## src/hdl/touch_coordinate_conditioner_top_defines.svh

```systemverilog
// Assertion macros shared by the touch coordinate conditioner modules.
`ifndef TOUCH_COORDINATE_CONDITIONER_TOP_DEFINES_SVH
`define TOUCH_COORDINATE_CONDITIONER_TOP_DEFINES_SVH
`ifndef SYNTHESIS
// Same-cycle implication, checked on every rising edge of clk outside reset.
`define TCC_ASSERT_IMP(lbl, ante, cons) \
	lbl: assert property (@(posedge clk) disable iff (!arst_n) (ante) |-> (cons)) \
		else $error("tcc assertion failed");
// Next-cycle implication, checked on every rising edge of clk outside reset.
`define TCC_ASSERT_NXT(lbl, ante, cons) \
	lbl: assert property (@(posedge clk) disable iff (!arst_n) (ante) |=> (cons)) \
		else $error("tcc assertion failed");
`else
`define TCC_ASSERT_IMP(lbl, ante, cons)
`define TCC_ASSERT_NXT(lbl, ante, cons)
`endif
`endif

```

## src/hdl/tcc_pkg.sv

```systemverilog
// Shared types, constants and codes of the touch coordinate conditioner.
`default_nettype none
package tcc_pkg;

	localparam int RAW_W           = 12;   // raw sample and register width
	localparam int POS_W           = 11;   // screen coordinate width
	localparam int SUM_W           = RAW_W + 2;
	localparam int CFG_IDX_W       = 3;
	localparam int SAMPLE_BITS_DEF = 12;

	// Divide by three as multiply by ceil(2^17 / 3) and shift
	localparam int RECIP_W  = 17;
	localparam int RECIP_SH = 17;
	localparam logic [RECIP_W-1:0] RECIP3 = 17'd43691;

	// Quotient of one axis never exceeds the screen size, so RAW_W steps do
	localparam int DIV_STEPS = RAW_W;
	localparam int CNT_W     = $clog2(DIV_STEPS);

	localparam logic [RAW_W-1:0] SIZE_MAX = 12'd2048;

	localparam logic [RAW_W-1:0] X_MIN_RST  = 12'd0;
	localparam logic [RAW_W-1:0] X_MAX_RST  = 12'd4095;
	localparam logic [RAW_W-1:0] Y_MIN_RST  = 12'd0;
	localparam logic [RAW_W-1:0] Y_MAX_RST  = 12'd4095;
	localparam logic [RAW_W-1:0] WIDTH_RST  = 12'd480;
	localparam logic [RAW_W-1:0] HEIGHT_RST = 12'd272;

	typedef enum logic [CFG_IDX_W-1:0] {
		REG_X_MIN  = 3'd0,
		REG_X_MAX  = 3'd1,
		REG_Y_MIN  = 3'd2,
		REG_Y_MAX  = 3'd3,
		REG_WIDTH  = 3'd4,
		REG_HEIGHT = 3'd5
	} tcc_reg_t;

	typedef enum logic [2:0] {
		S_IDLE,
		S_AVG,
		S_CLAMP,
		S_MUL,
		S_DIV,
		S_FIN,
		S_OUT
	} tcc_state_t;

	typedef struct packed {
		logic [RAW_W-1:0] x_min;
		logic [RAW_W-1:0] x_max;
		logic [RAW_W-1:0] y_min;
		logic [RAW_W-1:0] y_max;
		logic [RAW_W-1:0] width;
		logic [RAW_W-1:0] height;
	} tcc_cfg_t;

	typedef struct packed {
		logic load;      // capture an accepted frame
		logic axis;      // 0 works on X, 1 on Y
		logic avg_en;
		logic clamp_en;
		logic mul_en;
		logic div_en;
		logic fin_en;
		logic out_load;  // move the finished frame to the output register
	} tcc_cmd_t;

	typedef struct packed {
		logic pressed;
	} tcc_stat_t;

endpackage
`default_nettype wire

```

## src/hdl/tcc_regs.sv

```systemverilog
// Calibration and screen-size register file written through the config port.
`default_nettype none
module tcc_regs
	import tcc_pkg::*;
(
	input  wire logic                 clk,
	input  wire logic                 arst_n,
	input  wire logic                 wr_en,
	input  wire logic [CFG_IDX_W-1:0] wr_index,
	input  wire logic [RAW_W-1:0]     wr_data,
	output tcc_cfg_t                  cfg
);

	tcc_cfg_t cfg_q;

	always_ff @(posedge clk or negedge arst_n) begin
		if (!arst_n) begin
			cfg_q.x_min  <= X_MIN_RST;
			cfg_q.x_max  <= X_MAX_RST;
			cfg_q.y_min  <= Y_MIN_RST;
			cfg_q.y_max  <= Y_MAX_RST;
			cfg_q.width  <= WIDTH_RST;
			cfg_q.height <= HEIGHT_RST;
		end else if (wr_en) begin
			case (wr_index)
				REG_X_MIN:  cfg_q.x_min  <= wr_data;
				REG_X_MAX:  cfg_q.x_max  <= wr_data;
				REG_Y_MIN:  cfg_q.y_min  <= wr_data;
				REG_Y_MAX:  cfg_q.y_max  <= wr_data;
				REG_WIDTH:  cfg_q.width  <= wr_data;
				REG_HEIGHT: cfg_q.height <= wr_data;
				default: ;  // drop writes to unmapped indexes
			endcase
		end
	end

	assign cfg = cfg_q;

endmodule
`default_nettype wire

```

## src/hdl/tcc_ctrl.sv

```systemverilog
// Sequencer of the conditioner: steps both axes through average, clamp, scale, divide.
`default_nettype none
`include "touch_coordinate_conditioner_top_defines.svh"
module tcc_ctrl
	import tcc_pkg::*;
(
	input  wire logic clk,
	input  wire logic arst_n,
	input  wire logic in_valid,
	output logic      in_stall,
	output logic      out_valid,
	input  wire logic out_stall,
	input  tcc_stat_t stat,
	output tcc_cmd_t  cmd
);

	tcc_state_t       state_q, state_nxt;
	logic             axis_q;
	logic [CNT_W-1:0] cnt_q;
	logic             out_valid_q;
	logic             accept;
	logic             out_free;

	assign accept   = (state_q == S_IDLE) && in_valid;
	assign out_free = !out_valid_q || !out_stall;

	always_comb begin
		state_nxt = state_q;
		case (state_q)
			S_IDLE:  if (in_valid) state_nxt = S_AVG;
			S_AVG:   state_nxt = stat.pressed ? S_CLAMP : S_OUT;
			S_CLAMP: state_nxt = S_MUL;
			S_MUL:   state_nxt = S_DIV;
			S_DIV:   if (cnt_q == CNT_W'(DIV_STEPS - 1)) state_nxt = S_FIN;
			S_FIN:   state_nxt = axis_q ? S_OUT : S_AVG;
			S_OUT:   if (out_free) state_nxt = S_IDLE;
			default: state_nxt = S_IDLE;
		endcase
	end

	always_comb begin
		cmd          = '0;
		cmd.axis     = axis_q;
		cmd.load     = accept;
		cmd.avg_en   = (state_q == S_AVG);
		cmd.clamp_en = (state_q == S_CLAMP);
		cmd.mul_en   = (state_q == S_MUL);
		cmd.div_en   = (state_q == S_DIV);
		cmd.fin_en   = (state_q == S_FIN);
		cmd.out_load = (state_q == S_OUT) && out_free;
		in_stall     = (state_q != S_IDLE);
		out_valid    = out_valid_q;
	end

	always_ff @(posedge clk or negedge arst_n) begin
		if (!arst_n) begin
			state_q     <= S_IDLE;
			axis_q      <= 1'b0;
			cnt_q       <= '0;
			out_valid_q <= 1'b0;
		end else begin
			state_q <= state_nxt;
			if (accept) begin
				axis_q <= 1'b0;
			end else if (state_q == S_FIN) begin
				axis_q <= 1'b1;
			end
			if (state_q == S_MUL) begin
				cnt_q <= '0;
			end else if (state_q == S_DIV) begin
				cnt_q <= cnt_q + 1'b1;
			end
			if (cmd.out_load) begin
				out_valid_q <= 1'b1;
			end else if (!out_stall) begin
				out_valid_q <= 1'b0;
			end
		end
	end

	`TCC_ASSERT_NXT(a_accept_starts_avg, in_valid && !in_stall, state_q == S_AVG)
	`TCC_ASSERT_NXT(a_div_ends, state_q == S_DIV && cnt_q == CNT_W'(DIV_STEPS - 1), state_q == S_FIN)
	`TCC_ASSERT_NXT(a_x_then_y, state_q == S_FIN && !axis_q, state_q == S_AVG && axis_q)

endmodule
`default_nettype wire

```

## src/hdl/tcc_dp.sv

```systemverilog
// Datapath of the conditioner: sums, divide by three, clamp, scale, restoring divider.
`default_nettype none
`include "touch_coordinate_conditioner_top_defines.svh"
module tcc_dp
	import tcc_pkg::*;
#(
	parameter int SAMPLE_BITS = SAMPLE_BITS_DEF
)(
	input  wire logic             clk,
	input  wire logic             arst_n,
	input  tcc_cmd_t              cmd,
	output tcc_stat_t             stat,
	input  tcc_cfg_t              cfg,
	input  wire logic             pen_down,
	input  wire logic             held_through,
	input  wire logic [RAW_W-1:0] x_first,
	input  wire logic [RAW_W-1:0] x_second,
	input  wire logic [RAW_W-1:0] x_third,
	input  wire logic [RAW_W-1:0] y_first,
	input  wire logic [RAW_W-1:0] y_second,
	input  wire logic [RAW_W-1:0] y_third,
	output logic                  touch_valid,
	output logic [POS_W-1:0]      x_pos,
	output logic [POS_W-1:0]      y_pos,
	output logic                  new_press,
	output logic                  released
);

	localparam int SAMP_W = (SAMPLE_BITS < RAW_W) ? SAMPLE_BITS : RAW_W;
	localparam logic [RAW_W-1:0] SAMP_MASK = RAW_W'((1 << SAMP_W) - 1);
	localparam int MUL_W  = SUM_W + RECIP_W;
	localparam int PROD_W = 2 * RAW_W;

	logic             pressed_q, prev_pressed_q;
	logic [SUM_W-1:0] sum_x_q, sum_y_q;
	logic [RAW_W-1:0] avg_q, num_q, den_q, size_q, rem_q, dvd_q;
	logic             win_empty_q, size_zero_q;
	logic [POS_W-1:0] xres_q, yres_q;
	logic             touch_valid_q, new_press_q, released_q;
	logic [POS_W-1:0] x_pos_q, y_pos_q;

	logic [SUM_W-1:0]  sum_sel;
	logic [MUL_W-1:0]  avg_prod;
	logic [RAW_W-1:0]  lo_sel, hi_sel, size_raw, size_eff, clamp_lo, clamp_v;
	logic [PROD_W-1:0] prod;
	logic [RAW_W:0]    trial;
	logic              ge;
	logic [RAW_W:0]    diff;
	logic [RAW_W-1:0]  mapped, y_val;

	function automatic logic [SUM_W-1:0] sum3(logic [RAW_W-1:0] a, logic [RAW_W-1:0] b,
			logic [RAW_W-1:0] c);
		return SUM_W'(a & SAMP_MASK) + SUM_W'(b & SAMP_MASK) + SUM_W'(c & SAMP_MASK);
	endfunction

	always_comb begin
		sum_sel  = cmd.axis ? sum_y_q : sum_x_q;
		avg_prod = MUL_W'(sum_sel) * MUL_W'(RECIP3);
		lo_sel   = cmd.axis ? cfg.y_min : cfg.x_min;
		hi_sel   = cmd.axis ? cfg.y_max : cfg.x_max;
		size_raw = cmd.axis ? cfg.height : cfg.width;
		size_eff = (size_raw > SIZE_MAX) ? SIZE_MAX : size_raw;
		clamp_lo = (avg_q < lo_sel) ? lo_sel : avg_q;
		clamp_v  = (clamp_lo > hi_sel) ? hi_sel : clamp_lo;
		prod     = PROD_W'(num_q) * PROD_W'(size_q);
		trial    = {rem_q, dvd_q[RAW_W-1]};
		ge       = (trial >= {1'b0, den_q});
		diff     = trial - {1'b0, den_q};
		// dvd_q holds the quotient once the divider has run
		if (win_empty_q || size_zero_q) begin
			mapped = '0;
		end else if (dvd_q >= size_q) begin
			mapped = size_q - 1'b1;
		end else begin
			mapped = dvd_q;
		end
		y_val = size_q - 1'b1 - mapped;
	end

	always_ff @(posedge clk) begin
		if (cmd.load) begin
			pressed_q <= pen_down & held_through;
			sum_x_q   <= sum3(x_first, x_second, x_third);
			sum_y_q   <= sum3(y_first, y_second, y_third);
			xres_q    <= '0;
			yres_q    <= '0;
		end
		if (cmd.avg_en) begin
			avg_q <= avg_prod[RECIP_SH +: RAW_W];
		end
		if (cmd.clamp_en) begin
			num_q       <= clamp_v - lo_sel;
			den_q       <= hi_sel - lo_sel;
			win_empty_q <= (hi_sel <= lo_sel);
			size_zero_q <= (size_eff == '0);
			size_q      <= size_eff;
		end
		if (cmd.mul_en) begin
			// high half is below den_q since the quotient fits RAW_W bits
			rem_q <= prod[PROD_W-1:RAW_W];
			dvd_q <= prod[RAW_W-1:0];
		end
		if (cmd.div_en) begin
			rem_q <= ge ? diff[RAW_W-1:0] : trial[RAW_W-1:0];
			dvd_q <= {dvd_q[RAW_W-2:0], ge};
		end
		if (cmd.fin_en) begin
			if (cmd.axis) begin
				yres_q <= size_zero_q ? '0 : y_val[POS_W-1:0];
			end else begin
				xres_q <= mapped[POS_W-1:0];
			end
		end
		if (cmd.out_load) begin
			touch_valid_q <= pressed_q;
			x_pos_q       <= xres_q;
			y_pos_q       <= yres_q;
			new_press_q   <= pressed_q & ~prev_pressed_q;
			released_q    <= ~pressed_q & prev_pressed_q;
		end
	end

	always_ff @(posedge clk or negedge arst_n) begin
		if (!arst_n) begin
			prev_pressed_q <= 1'b0;
		end else if (cmd.out_load) begin
			prev_pressed_q <= pressed_q;
		end
	end

	assign stat.pressed = pressed_q;
	assign touch_valid  = touch_valid_q;
	assign x_pos        = x_pos_q;
	assign y_pos        = y_pos_q;
	assign new_press    = new_press_q;
	assign released     = released_q;

	`TCC_ASSERT_IMP(a_rem_below_den, cmd.div_en && !win_empty_q, rem_q < den_q)

endmodule
`default_nettype wire

```

## src/hdl/touch_coordinate_conditioner_top.sv

```systemverilog
// Top level of the touch coordinate conditioner: register file, sequencer and datapath.
`default_nettype none
// One touch scan frame goes in per input beat and exactly one result beat comes out.
// A frame counts as pressed when pen_down and held_through are both set; then each axis
// is averaged over its three samples (truncating divide by three), clamped into the
// calibration window, scaled to the screen size and divided by the window width, with
// Y inverted. A mapped value at or above the screen size saturates to size minus one,
// a zero-width or inverted window maps to 0, a screen size of 0 gives coordinate 0 and
// a size above 2048 acts as 2048. Coordinates read 0 for a frame that is not pressed.
// new_press and released flag the edges against the previous frame's pressed state.
// Sequence: a pressed frame runs from accept through average, clamp, multiply, divide
// and finish steps for X, then for Y, the divide on the one shared restoring divider
// that retires one quotient bit per cycle, and then moves its result into the output
// register, which waits while out_stall holds a previous result; an unpressed frame
// goes from average straight to that move. The next frame is accepted once the
// sequencer is back in idle. One frame is in flight at a time: in_stall
// is high from the accept until the result has moved into the output register, which
// lets the next frame be accepted while a result still waits under out_stall.
// Configuration writes (index 0..5: x_raw_min, x_raw_max, y_raw_min, y_raw_max,
// panel width, panel height; other indexes are dropped) are always taken and belong
// to idle periods. SAMPLE_BITS sets how many low bits of each raw sample count.
module touch_coordinate_conditioner_top
	import tcc_pkg::*;
#(
	parameter int SAMPLE_BITS = SAMPLE_BITS_DEF
)(
	input  wire logic                 clk,
	input  wire logic                 arst_n,
	// frame input channel
	input  wire logic                 in_valid,
	output logic                      in_stall,
	input  wire logic                 pen_down,
	input  wire logic                 held_through,
	input  wire logic [RAW_W-1:0]     x_first,
	input  wire logic [RAW_W-1:0]     x_second,
	input  wire logic [RAW_W-1:0]     x_third,
	input  wire logic [RAW_W-1:0]     y_first,
	input  wire logic [RAW_W-1:0]     y_second,
	input  wire logic [RAW_W-1:0]     y_third,
	// result output channel
	output logic                      out_valid,
	input  wire logic                 out_stall,
	output logic                      touch_valid,
	output logic [POS_W-1:0]          x_pos,
	output logic [POS_W-1:0]          y_pos,
	output logic                      new_press,
	output logic                      released,
	// configuration write channel
	input  wire logic                 cfg_valid,
	output logic                      cfg_ready,
	input  wire logic [CFG_IDX_W-1:0] cfg_index,
	input  wire logic [RAW_W-1:0]     cfg_data
);

	tcc_cfg_t  cfg;
	tcc_cmd_t  cmd;
	tcc_stat_t stat;

	// Always take config beats; software must write them only while the block is idle
	assign cfg_ready = 1'b1;

	tcc_regs u_regs (
		.clk      (clk),
		.arst_n   (arst_n),
		.wr_en    (cfg_valid && cfg_ready),
		.wr_index (cfg_index),
		.wr_data  (cfg_data),
		.cfg      (cfg)
	);

	// Sequencer: owns the in/out handshakes and steps the datapath through both axes
	tcc_ctrl u_ctrl (
		.clk       (clk),
		.arst_n    (arst_n),
		.in_valid  (in_valid),
		.in_stall  (in_stall),
		.out_valid (out_valid),
		.out_stall (out_stall),
		.stat      (stat),
		.cmd       (cmd)
	);

	// Datapath: holds the frame, the shared divider and the output register
	tcc_dp #(
		.SAMPLE_BITS (SAMPLE_BITS)
	) u_dp (
		.clk          (clk),
		.arst_n       (arst_n),
		.cmd          (cmd),
		.stat         (stat),
		.cfg          (cfg),
		.pen_down     (pen_down),
		.held_through (held_through),
		.x_first      (x_first),
		.x_second     (x_second),
		.x_third      (x_third),
		.y_first      (y_first),
		.y_second     (y_second),
		.y_third      (y_third),
		.touch_valid  (touch_valid),
		.x_pos        (x_pos),
		.y_pos        (y_pos),
		.new_press    (new_press),
		.released     (released)
	);

endmodule
`default_nettype wire

```

## config.mk

```make
export PLATFORM = sky130hd
export DESIGN_NAME = touch_coordinate_conditioner_top
export DESIGN_NICKNAME = d
export VERILOG_FILES = /design/src/hdl/tcc_pkg.sv /design/src/hdl/tcc_regs.sv /design/src/hdl/tcc_ctrl.sv /design/src/hdl/tcc_dp.sv /design/src/hdl/touch_coordinate_conditioner_top.sv
export VERILOG_INCLUDE_DIRS = /design/src /design/src/hdl
export SDC_FILE = /design/constraint.sdc
export NUM_CORES = 1
export LEC_CHECK = 0
export BUFFER_PORTS_ARGS = -buffer_cell sky130_fd_sc_hd__buf_2
export CORE_UTILIZATION = 39
export DETAILED_ROUTE_END_ITERATION = 8
export GPL_TIMING_DRIVEN = 1
export PLACE_DENSITY_LB_ADDON = 0.15
export SYNTH_ARGS = -nofsm -noshare
export SYNTH_HDL_FRONTEND = slang
export SYNTH_SLANG_ARGS = --single-unit
```

## constraint.sdc

```tcl
create_clock -name clk -period 6.49 [get_ports clk]
set_input_delay 1.298 -clock clk [delete_from_list [all_inputs] [get_ports clk]]
set_output_delay 1.298 -clock clk [all_outputs]
set_load 0.05 [all_outputs]
```

==> out/qor.csv, run 1 <==
metric,value,unit
fillers,5383,
post-place-ws,0.0993,ns
cp_cell_sequence,buf_4 -> mux2_2 -> ha_1 -> inv_1 -> fa_1 -> fa_1 -> inv_1 -> fa_1 -> fa_1 -> inv_1 -> fa_1 -> inv_1 -> ha_1 -> and3_1 -> a31oi_1 -> o211ai_1 -> a41oi_4 -> o31ai_4 -> o311a_1,
critical_path_required,6.78,ns
worstMarginPinSlew,1.20,ns
yosys.area_share.simple,0.107,
stdcell_area,24500,µm²
worstSetupStartpointType,register,
layout_commonest_cell,inv_1,
max_stage_delay,0.52,ns
grt_pass1_vias,16505,
max_clock_freq,160,MHz
r2r-start,u_ctrl.axis_q,
worst_path_most_repeated_cell,fa_1,
grt-ovfl-total,0,
numCtsBuffers,28,
synthMuxAreaShare,0.0771,
cp-startpoint,u_ctrl.axis_q,
hold_start,u_dp.xres_q[5],
skew,0.0540,ns
finalCriticalPeriod,6.24,ns
dpl_cell_area,23400,µm²
crit_arrival,6.53,ns
drv_cap,0,
cts_tree,done,
critPathSlowestCell,fa_1,
area.growth.synth_to_final,11.8,%
syn_area_per_cell,10.2,µm²
ioPinCount,122,
synthXorXnorAreaFrac,0.0443,
setup_ws,0.250,ns
clk_latency,0.59,ns
crit_type,reg2reg,
dp.final_hpwl,42300,µm
htreeDepth,1,
final_hold_viol_count,0,
via_per_inst,5.14,
syn_inst,2153,
endpoint_kind,register,
r2r_cells,19,
num_rows,86,
grt_pass1_wl,86600,µm
grt_max_degree,83,
wl_per_cell,17.3,µm
die_h,239,µm
synth_seq_area_share,0.291,
core,55300,µm²
layout-drive-gt1-share,0.160,
most-common-layout-cells,"inv_1 (290), ha_1 (287), nand2_1 (208)",
synth-edff-count,128,
syn_area,21900,µm²
gp_congestion,0.857,
wl,52700,µm
synth_fa_ha_area_frac,0.313,
synth_ff_type,edfxtp_1,
cts_sinks,232,
cp_max_fo,10,
grt_usage,0.191,
synthDistinctLibCells,80,
setup_viol,0,
synth_compound_area_frac,0.106,
slew_headroom,0.195,
drc,0,
cts.clk_slew.worst_paths,0.06,ns
synth_nets,2697,
die_width,239,µm
synth_top_family_by_area,adder cells,
ys_seq_elements,232,
ys_warn_count,0,
final_antenna_net_count,0,
status,completed,
clockRootBuffer,clkbuf_16,
setup_tns,0,ns
hold_path.class,reg2reg,
drv_slew,0,
initial_utilization,0.396,
async_flop_share,0.353,
firstDrtPassIters,5,
final_nets,2819,
die_area,57200,µm²
hold_depth,0,
portBuffers,120,
vias,15665,
final_util,0.443,
hold_buffers,0,
drtIter0Drc,682,
antenna_found_initial,3,
fin_crit_sh,0.961,
cts_buffer_depth,3,
## routing by layer
layer  global-route usage  wire length, µm  vias up
li1                     -                -     7623
met2                0.342            26500      225
met3               0.0208             1690       62
met1                0.244            23500     7751
met4               0.0455             1020        4
met5                    0               26        -
## layout make-up
class                      instances  area, µm²  area share
timing repair buffer             150        828      0.0338
inverter                         291       1090      0.0446
clock buffer                      35        758      0.0309
clock inverter                    17        191     0.00781
antenna                            3       7.51    0.000306
tap                              748        936      0.0382
multi-input combinational       1572      14300       0.584
sequential                       232       6380       0.260
## flip-flops by register name (all words and copies together) (netlist names), 12 cells and up
signal        cells
u_dp.sum_x_q     14
u_dp.sum_y_q     14
u_dp.dvd_q       12
u_dp.den_q       12
u_regs.cfg       72
u_dp.size_q      12
u_dp.avg_q       12
u_dp.rem_q       12
u_dp.num_q       12
## per-stage QoR
step	instances	hold slack (ns)
after floorplan	2153	0.408
after global placement	2983	0.417
after detailed placement	2983	0.418
after CTS	3035	0.432
after global routing	3045	0.443
final	3048	0.430
## synthesized netlist by cell type, types with 4 or more instances
master / n / area (µm²)
dfxtp_1: 22 / 440
nand3_1: 16 / 80.1
clkbuf_1: 46 / 173
a31oi_1: 20 / 125
o21ai_0: 87 / 435
dfrtp_1: 52 / 1300
a21boi_0: 4 / 30.0
nand2_1: 208 / 781
o31ai_1: 10 / 75.1
fa_1: 163 / 3260
inv_1: 291 / 1090
edfxtp_1: 128 / 3840
nand2b_1: 16 / 100
o21ai_1: 13 / 65.1
nor3_1: 18 / 90.1
a211oi_1: 4 / 30.0
nor2b_1: 31 / 194
xor2_1: 44 / 385
or3_1: 20 / 125
nor4_1: 11 / 68.8
a21oi_1: 101 / 505
xnor2_1: 67 / 587
a22o_1: 4 / 35.0
dfstp_2: 30 / 788
ha_1: 287 / 3590
and3_1: 6 / 37.5
nor2_1: 73 / 274
buf_2: 6 / 30.0
mux2_2: 107 / 1200
o211ai_1: 9 / 67.6
buf_4: 4 / 30.0
and2_1: 58 / 363
a21o_1: 43 / 323
o21a_1: 11 / 82.6
nand3b_1: 5 / 37.5
nand4_1: 13 / 81.3
mux2i_1: 47 / 470
o21bai_1: 9 / 67.6
## repair_timing
action                     CTS  global route
setup buffers                0             7
setup endpoints to repair    0            12
resized for setup            0            12
## kinds of logic after synthesis
logic type / count (synthesis)
xor+xnor: 111
simple gates: 490
compound gates: 362
other cells: 1
buf+inv: 352
mux: 155
fa+ha+maj: 450
flops: 232
## worst max-delay path, delay by kind of cell, from the launching register on
kind	cells	cell delay, ns
adders and majority gates	7	3.19
DFF	1	0.50
buffers and inverters	5	0.46
AOI/OAI and AO/OA	5	1.16
muxes	1	0.39
and+or+nand+nor	1	0.24
## worst paths after layout
kind                                       endpoint  slack (ns)
worst min register to register        u_dp.x_pos[5]        0.43
worst max register to register        u_dp.avg_q[9]        0.25
worst max-delay path                  u_dp.avg_q[9]        0.25
min in group asynchronous       u_dp.prev_pressed_q        0.88
max in group asynchronous             u_ctrl.axis_q        4.78
worst min-delay path                  u_dp.x_pos[5]        0.43
Power of run 1 is not shown: default switching activity piles up to over one toggle a cycle in this logic, so the estimate is an artifact.
==> run 2, diff against run 1 <==
- CORE_UTILIZATION: 39 -> 35
==> run 2 against run 1 <==
Die area increased by 11%. Clock skew decreased by 0.012 ns. Critical path depth increased by 1. Via count decreased by 1.5%. Sequential cell count unchanged. Non-clock buffer count unchanged. Fmax increased by 0.76%. Sequential share of layout area decreased by 0.16 points. Cell count increased by 2.8%. Largest cell class unchanged.
==> out/qor.csv, run 2 (same netlist as run 1, synthesis figures left out) <==
metric,value,unit
critical_path_required,6.77,ns
worstSetupStartpointType,register,
finalCriticalPeriod,6.19,ns
hold_path.class,reg2reg,
grt_usage,0.173,
fin_crit_sh,0.954,
cts.clk_slew.worst_paths,0.06,ns
portBuffers,120,
wl,53300,µm
via_per_inst,4.92,
antenna_found_initial,4,
setup_ws,0.297,ns
grt_pass1_wl,88200,µm
num_rows,91,
most-common-layout-cells,"inv_1 (290), ha_1 (287), nand2_1 (208)",
final_util,0.399,
die_h,252,µm
critical_path_buf_inv_count,6,
area.growth.synth_to_final,12.5,%
grt-ovfl-total,0,
critPathSlowestCell,fa_1,
dp.final_hpwl,43100,µm
max_clock_freq,161,MHz
setup_viol,0,
largest_register_ffs,72,
slew_headroom,0.238,
drtIter0Drc,709,
drv_slew,0,
ioPinCount,122,
cts_buffer_depth,3,
cts_sinks,232,
post-place-ws,0.0555,ns
initial_utilization,0.355,
final_hold_viol_count,0,
setup_tns,0,ns
wl_per_cell,17.0,µm
endpoint_kind,register,
core,61800,µm²
cp_cell_sequence,buf_6 -> mux2_2 -> ha_1 -> inv_1 -> fa_1 -> fa_1 -> inv_1 -> fa_1 -> fa_1 -> inv_1 -> fa_1 -> inv_1 -> ha_1 -> and3_2 -> a31oi_1 -> o211ai_1 -> a41oi_4 -> buf_12 -> o31ai_4 -> o311a_1,
clk_latency,0.58,ns
gp_congestion,0.871,
layout-drive-gt1-share,0.163,
crit_type,reg2reg,
numCtsBuffers,28,
layout_commonest_cell,inv_1,
grt_pass1_vias,16490,
rsz0062_at_grt,false,
htreeDepth,1,
final_antenna_net_count,0,
final_nets,2817,
status,completed,
worst_path_most_repeated_cell,fa_1,
die_area,63600,µm²
max_stage_delay,0.53,ns
drv_cap,0,
cts_tree,done,
critPathTopFamily,adder cells,
vias,15428,
die_width,252,µm
grt_max_degree,83,
crit_arrival,6.48,ns
firstDrtPassIters,4,
cp_max_fo,10,
worstMarginPinSlew,1.14,ns
clockRootBuffer,clkbuf_16,
skew,0.0417,ns
drc,0,
whs,0.422,ns
[run 2: cell types whose count changed in the layout (fill, tap and decap cells not counted), sizes merged]
cell      delta
a41oi        -2
clkinvlp     -2
bufinv       -2
diode        -2
inv          +2
clkbuf       +6
clkinv       -4
[run 2: path summary, 6_finish.rpt]
path	to	depth (start not counted)	slack, ns	startpoint
setup / recovery	u_dp.avg_q[9]	20	0.30	u_ctrl.axis_q
hold / removal	u_dp.y_pos[2]	0	0.42	u_dp.yres_q[2]
setup reg to reg	u_dp.avg_q[9]	20	0.30	u_ctrl.axis_q
hold reg to reg	u_dp.y_pos[2]	0	0.42	u_dp.yres_q[2]
max in group asynchronous	u_ctrl.axis_q	1	4.78	arst_n
min in group asynchronous	u_regs.cfg[36]	1	0.92	arst_n
[run 2: per-stage QoR]
step / instance area (µm²) / cells
2_1_floorplan: 21900 / 2153
3_3_place_gp: 23500 / 3073
3_5_place_dp: 23500 / 3073
4_1_cts: 24500 / 3125
5_1_grt: 24700 / 3133
6_report: 24700 / 3133
[run 2: layout make-up]
class	instances	area, µm²
diodes	1	2.50
clock buffers	41	873
clock inverters	11	116
fillers	6127	37200
inverters	291	1090
multi-input cells	1570	14300
flip-flops and latches	232	6380
well taps	837	1050
repair buffers	150	845
[run 2: worst register-to-register path, cell delays in order (launching register included)]
cell      delay (ns)
dfrtp_4         0.51
buf_6           0.19
mux2_2          0.39
ha_1            0.35
inv_1           0.07
fa_1            0.53
fa_1            0.50
inv_1           0.06
fa_1            0.50
fa_1            0.51
inv_1           0.05
fa_1            0.48
inv_1           0.05
ha_1            0.31
and3_2          0.26
a31oi_1         0.18
o211ai_1        0.15
a41oi_4         0.22
buf_12          0.15
o31ai_4         0.08
o311a_1         0.36
[run 2: timing repair]
action,CTS,global route
buffers inserted,0,6
resized for setup,1,16
pin swaps,0,1
cloned,0,1
setup endpoints to repair,1,5
hold buffers,0,0
[run 2: layer usage]
metal	vias up	global-route usage	wire length, µm
met3	62	0.0170	1320
li1	7620	-	-
met4	6	0.0345	906
met2	158	0.312	26700
met5	-	0	41
met1	7582	0.223	24300
Power of run 2 is left out for the same reason.
==> run 3, diff against run 2 <==
- ABC_AREA: unset -> 1
==> run 3 against run 2 <==
Sequential cell count unchanged. Worst setup slack improved by 0.31 ns. Routed wire length rose by 7.8%. Cell area increased by 1.6%. Synthesized cell count up 24%. Critical path depth up 3. Non-clock buffer count is 2 lower. Cell count grew 16%. Largest cell class unchanged. Clock-buffer cell count fell by 2. Die area grew 2.7%. Synthesized area is 2.8% higher.
==> out/qor.csv, run 3 <==
metric,value,unit
final_util,0.396,
gp_congestion,0.893,
htreeDepth,1,
area.growth.synth_to_final,11.2,%
finalCriticalPeriod,5.89,ns
worstSetupStartpointType,register,
vias,17716,
skew,0.0490,ns
setup_tns,0,ns
status,completed,
final_cells,3640,
endpoint_kind,register,
most-common-layout-cells,"nand2_1 (555), inv_1 (441), ha_1 (287)",
die_area,65400,µm²
synth_area_leader_cell,edfxtp_1,
via_per_inst,4.87,
largest_register_ffs,72,
synth-edff-count,128,
setup_viol,0,
firstDrtPassIters,5,
numCtsBuffers,28,
final_antenna_net_count,0,
ys_warn_count,0,
r2r-start,u_ctrl.axis_q,
grt_pass1_wl,94400,µm
clk_latency,0.58,ns
hold_buffers,0,
layout-drive-gt1-share,0.102,
synthDistinctLibCells,59,
fin_crit_sh,0.907,
async_flop_share,0.353,
r2r_setup_slack,0.60,ns
core,63300,µm²
yosysMostFrequentCell,nand2_1,
hold_start,u_dp.xres_q[8],
grt_usage,0.177,
slew_headroom,0.237,
grt_pass1_vias,18198,
cts_resized,0,
dpl.cell_count,3587,
dp.final_hpwl,47600,µm
cp_max_fo,34,
die_width,256,µm
grt-ovfl-total,0,
drv_cap,0,
stdcell_area,25100,µm²
synth_top_area_frac,0.171,
worstMarginPinSlew,1.13,ns
grt_max_degree,78,
wl_per_cell,15.8,µm
cts_tree,done,
drc,0,
synthTopCellsByArea,"edfxtp_1 (17%), ha_1 (16%), fa_1 (14%)",
cts_sinks,232,
critical_path_required,6.83,ns
cts.clk_slew.worst_paths,0.06,ns
rsz0062_at_grt,false,
syn_area_per_cell,8.47,µm²
synth_nets,3203,
syn_area,22500,µm²
hold_path.class,reg2reg,
antenna_found_initial,5,
final_nets,3315,
synth_ff_type,edfxtp_1,
syn_inst,2659,
initial_utilization,0.356,
die_h,256,µm
r2r_cells,23,
drtIter0Drc,850,
synth_common_cells,"nand2_1 (555), inv_1 (441), ha_1 (287), o21ai_0 (212), fa_1 (163)",
rr_endpoint,u_dp.avg_q[9],
crit_arrival,6.22,ns
cp-startpoint,u_ctrl.axis_q,
portBuffers,120,
cp-endpoint,u_dp.avg_q[9],
layout_commonest_cell,nand2_1,
final_hold_viol_count,0,
num_rows,92,
post-cts-setup-buffers,0,
cts_buffer_depth,3,
max_clock_freq,170,MHz
crit_type,reg2reg,
wl,57400,µm
dpl_cell_area,24100,µm²
clockRootBuffer,clkbuf_16,
synth_seq_area_share,0.283,
ioPinCount,122,
ys_seq_elements,232,
drv_slew,0,
-- run 3: cell types whose count changed in the layout (fill, tap and decap cells not counted), sizes merged, moves of 57 or more --
cell   previous run  this run
nand2           208       560
inv             293       453
o21ai           101       242
mux2            108         0
nand3            16        93
a21oi           103       161
nor2             75       132
-- run 3: cell families (layout without fill, tap and decap cells) --
kind of cell / after synthesis / count (layout) / synth area share
other: 1 / 2 / 0.000166
adder cells (fa/ha/maj): 450 / 450 / 0.304
AND/OR/NAND/NOR: 866 / 866 / 0.160
multiplexers: 18 / 18 / 0.00800
buffers and inverters: 515 / 649 / 0.0891
XOR/XNOR: 102 / 102 / 0.0396
AO/OA/AOI/OAI: 475 / 475 / 0.116
flip-flops: 232 / 232 / 0.283
-- run 3: worst min path at each step --
stage | to | slack [ns] | depth (start not counted)
2_1_floorplan | u_dp.y_pos[5] | 0.41 | 0
5_1_grt | u_dp.y_pos[0] | 0.44 | 0
4_1_cts | u_dp.y_pos[6] | 0.43 | 0
3_5_place_dp | u_dp.x_pos[8] | 0.42 | 0
3_3_place_gp | u_dp.x_pos[6] | 0.42 | 0
6_report | u_dp.x_pos[8] | 0.43 | 0
-- run 3: layout make-up --
type / count / area (µm²)
fill: 6548 / 38300
inverter: 449 / 1690
clock buffer: 39 / 813
timing repair buffer: 148 / 813
multi-input combinational: 1912 / 14200
antenna: 1 / 2.50
tap: 846 / 1060
sequential: 232 / 6370
clock inverter: 13 / 136
-- run 3: per-stage QoR --
| stage | hold WS [ns] | worst slack (ns) |
|---|---|---|
| final | 0.428 | 0.605 |
| after CTS | 0.426 | 0.560 |
| after global placement | 0.417 | 0.604 |
| after detailed placement | 0.419 | 0.532 |
| after floorplan | 0.409 | 0.778 |
| after global routing | 0.445 | 0.173 |
-- run 3: layer usage --
| metal | up-vias | wire [µm] | global-route usage |
|---|---|---|---|
| met5 | - | 58 | 0 |
| met4 | 8 | 1790 | 0.0546 |
| met3 | 109 | 1640 | 0.0205 |
| met2 | 270 | 27900 | 0.309 |
| met1 | 8411 | 26000 | 0.227 |
| li1 | 8918 | - | - |
-- run 3: critical path: stages (launching register included) --
cell and delay [ns]:
dfrtp_2 0.52, inv_6 0.15, or2_2 0.30, o21ai_0 0.16, inv_1 0.13, ha_1 0.36, inv_1 0.08, fa_1 0.53
fa_1 0.51, inv_1 0.06, fa_1 0.47, fa_1 0.51, inv_1 0.05, fa_1 0.48, inv_1 0.04, ha_1 0.31
a21oi_1 0.13, o21ai_0 0.15, a21oi_1 0.22, nor2_1 0.07, a211oi_1 0.23, nand2_1 0.09, nand2_1 0.06, nand2_1 0.06
Power of run 3 is left out for the same reason.
